File: src/rtl/core/dsa_ram.sv
// ----------------------------------------------------------------------------
// dsa_ram
// Simple dual-port RAM: one write port, one read port with registered data.
// ----------------------------------------------------------------------------
module dsa_ram #(
	parameter int WIDTH = 8,
	parameter int DEPTH = 256
) (
	input  logic                     clk,
	input  logic                     we,
	input  logic [$clog2(DEPTH)-1:0] waddr,
	input  logic [WIDTH-1:0]         wdata,
	input  logic [$clog2(DEPTH)-1:0] raddr,
	output logic [WIDTH-1:0]         rdata
);

	logic [WIDTH-1:0] mem [DEPTH];

	always_ff @(posedge clk) begin
		if (we) begin
			mem[waddr] <= wdata;
		end
		rdata <= mem[raddr];
	end

endmodule

File: config.mk
export PLATFORM = sky130hd
export DESIGN_NAME = dsa_ram
export DESIGN_NICKNAME = d
export VERILOG_FILES = /design/src/rtl/core/dsa_ram.sv
export SDC_FILE = /design/constraint.sdc
export NUM_CORES = 2
export LEC_CHECK = 0
export BUFFER_PORTS_ARGS = -buffer_cell sky130_fd_sc_hd__buf_4
export CORE_ASPECT_RATIO = 1.4
export CORE_MARGIN = 2
export CORE_UTILIZATION = 50
export CTS_CLUSTER_SIZE = 28
export DETAILED_ROUTE_END_ITERATION = 10
export HOLD_SLACK_MARGIN = 0.06
export PLACE_DENSITY_LB_ADDON = 0.15
export SYNTH_ARGS = -nofsm -noshare
export SYNTH_HDL_FRONTEND = slang
export SYNTH_SLANG_ARGS = --single-unit
File: constraint.sdc
create_clock -name clk -period 5.54 [get_ports clk]
set_input_delay 1.662 -clock clk [delete_from_list [all_inputs] [get_ports clk]]
set_output_delay 1.662 -clock clk [all_outputs]
set_load 0.005 [all_outputs]
Yosys cells after proc, flatten, opt, wreduce, memory -nomap -nowiden
Memory sizes are Yosys's and may differ from the RTL's. A register that Yosys moved wholly into a read port is not among the register bits.
Cells that the tools add are included.
{ "totals": {"output_inout_bits": 8, "input_bits": 26, "ramBits": 2048, "reg_bits": 0, "mem_count": 1} }
{ "memory_table": {"columns": ["name", "words", "width", "read_ports", "rd_ports_with_merged_regs", "wr", "line", "source"], "rows": [
  ["mem", 256, 8, 1, 1, 1, "17", "logic [WIDTH-1:0] mem [DEPTH];"]
]} }
{ "classes": {"n_mux": 2} }
{ "op_table": {"columns": ["op", "count"], "rows": [
  ["$mux W1", 2]
]} }

Logic depth before layout (Yosys ltp)
{ "depth": {"depth_word": 2, "mapped_depth": 11, "mapped_depth_nobuf": 6} }

Worst setup path after synthesis
OpenSTA, ideal clock, no wires.
{ "synth_timing": {"path_type": "input port to flip-flop", "start": "input port raddr[0]", "end": "register rdata[2] (read register of mem)", "arrival_time_ps": 3469, "setup_ps": 131, "stages": 9, "slack_ps": 1940, "path_cell_list": "buf_6 > buf_12 > buf_8 > buf_2 > mux4_2 > a22oi_1 > a21oi_1 > nor4_1 > nor4_2"} }
{ "synth_lines": {"columns": ["item", "line", "source"], "rows": [
  ["start, declared", "13", "input logic [$clog2(DEPTH)-1:0] raddr,"],
  ["end, declared", "14", "output logic [WIDTH-1:0] rdata"]
]} }

==> metrics <==
status=completed; Hold Vio Cnt, Final=0; Setup Buffers After CTS=0; clk buf depth=3; post-route cell area=89,100 um2; nets=3,978; DP HPWL=128,000 um; first-pass GRT wire length=288,000 um; Clock Skews=slightly below 0.03 ns; worst path required time=slightly above 6 ns; TNS Setup=0 ns; FFs w/ async S/R, synth=0; dpl cell area=about 83,000 um2; Max Cap Violations=0; initial core utilization=0.502; P&R area growth vs syn=12.0%; DRT Pass-1 Iters=7; register area share after synthesis=0.775; Ys Warns=0; clock slew at reported path FFs=0.06 ns; row count=173; Clk Tree Root Cell=clkbuf_16; Slew HR=0.239; Power Dens Cells=353 nW/um2; pre-CTS setup slack=0.368 ns; post-synth cell types=between 50 and 60; die area=162,000 um2; Post-CTS Resized=0; die width=341 um; core area=158,000 um2; WL/cell=32.4 um; Worst Setup End Kind=flip-flop; LEAKAGE=between 20 and 30 nW; Final Hold Slack=1.07 ns; setup ws final=between 1 and 1.5 ns; number of placed I/O pins=34; Post-Syn Area=approximately 80,000 um2; crit path max fanout=29; DR vias/cell=~6.2; share of post-route cells with drive strength above 1=0.243; Achievable Freq=approximately 240 MHz; Post-Syn Instances=3,733; die height=approximately 480 um; vias in the first global route=40,000; Finished Layout Cells=6,213; Initial DRC Count=4,102; antenna violations before repair=16; Core Util, Final=0.563; H-tree levels=4; EDFF count, synth=2,048; gr ovfl total=0; CTS tree=done; Final Cycle Share=0.761; CTS Buf Count=189; Synth Area per Inst=21.3 um2; post-synth net total=3,759; Final Setup Violations=0; WP data arrival=a little under 5 ns; Residual DRC=0; Sink Count=2,056; actual slew at the worst max-slew pin=roughly 1.1 ns; Yosys reg bits=2,056; VDD IR max=0.340 mV; RSZ-0062 raised after global routing=no; worst skew pair latency=slightly above 0.8 ns; via count=38,700; Port Buf Inserts=33; largest net degree at the start of global routing=143; PnR Total Power=31.5 mW; number of hold buffers added after cts=0; min cycle time layout=4.21 ns; GRT Total Usage=0.251; Worst Hold Class=reg2reg; main flop type after synthesis=edfxtp_1; class of the most critical setup path=in2reg; Final Slew Violations=0; WL final=201,000 um; Placed Cells=5,861; GP Congestion=around 0.85; type of origin of the critical path=input pin; Detail Route Antenna Nets=0
## cell families (layout without fill, tap and decap cells)
logic type,Yosys count,in the layout,share of synthesized area
muxes,591,591,0.146
AOI/OAI and AO/OA,385,385,0.0342
DFF,2056,2056,0.775
buffers and inverters,235,611,0.0183
and+or+nand+nor,466,466,0.0263
other,0,4,0
## state kept, by name, summed over array words and instances (netlist names)
name and flops:
mem 2048, rdata 8
## power breakdown
part | total (mW) | switching (mW) | internal [mW]
clock network | 12.7 | 5.54 | 7.20
registers | 17.2 | 0.0282 | 17.1
logic | 1.58 | 1.03 | 0.554
## per-layer routing
layer | vias to the layer above | part of all wire | track usage
li1 | 16100 | - | -
met1 | 20800 | 0.38 | 0.325
met2 | 1447 | 0.52 | 0.431
met3 | 331 | 0.069 | 0.0449
met4 | 16 | 0.035 | 0.0846
met5 | - | 0.00048 | 0
## synth_stat cells (13+ instances only)
library cell	instances	area share
a22oi_1	133	0.013
a211oi_1	16	0.0015
nor4_1	24	0.0019
nor2b_1	31	0.0024
edfxtp_1	2048	0.77
buf_4	27	0.0025
o22ai_1	28	0.0022
buf_2	31	0.0020
mux2i_1	134	0.017
nand2_1	33	0.0016
buf_6	21	0.0030
clkbuf_1	111	0.0052
buf_8	13	0.0025
nor2_1	282	0.013
a21oi_1	96	0.0060
nand3_1	34	0.0021
mux4_2	454	0.13
a221oi_1	13	0.0014
o221ai_1	46	0.0051
nor3_1	22	0.0014
buf_1	22	0.0010
## placed cells by master, fill, tap and decap left out, types with 40 or more instances in the layout
master and count:
edfxtp_1 2048, mux4_2 454, nor2_1 279, buf_4 228, clkbuf_16 196, mux2i_1 134
a22oi_1 133, a21oi_1 96, clkbuf_1 51, o221ai_1 46, clkinv_1 40
## worst max-delay path: stages
cell	delay [ns]
buf_8	0.19
buf_12	0.25
buf_4	0.36
mux4_2	0.57
mux4_2	0.57
nor2b_1	0.17
nor4_1	0.76
buf_4	0.24
nor4_1	0.05
## path summary, 6_finish.rpt
path                             start  slack [ns]  cells past startpoint                to
setup reg to reg  mem[85][4]$_DFFE_PP_        2.75                      6  rdata[4]$_DFF_P_
hold reg to reg   mem[52][5]$_DFFE_PP_        1.07                      5  rdata[5]$_DFF_P_
hold / removal    mem[52][5]$_DFFE_PP_        1.07                      5  rdata[5]$_DFF_P_
setup / recovery              raddr[0]        1.33                      9  rdata[4]$_DFF_P_
## final cells by class
type | count | area (um2)
clock buffer | 253 | 5180
timing repair buffer | 261 | 2320
clock inverter | 95 | 822
multi-input combinational | 1442 | 16500
fill | 11900 | 69300
tap | 2100 | 2630
inverter | 2 | 7.51
sequential | 2056 | 61700
antenna | 4 | 10.0
(Power assumes the default switching activity.)
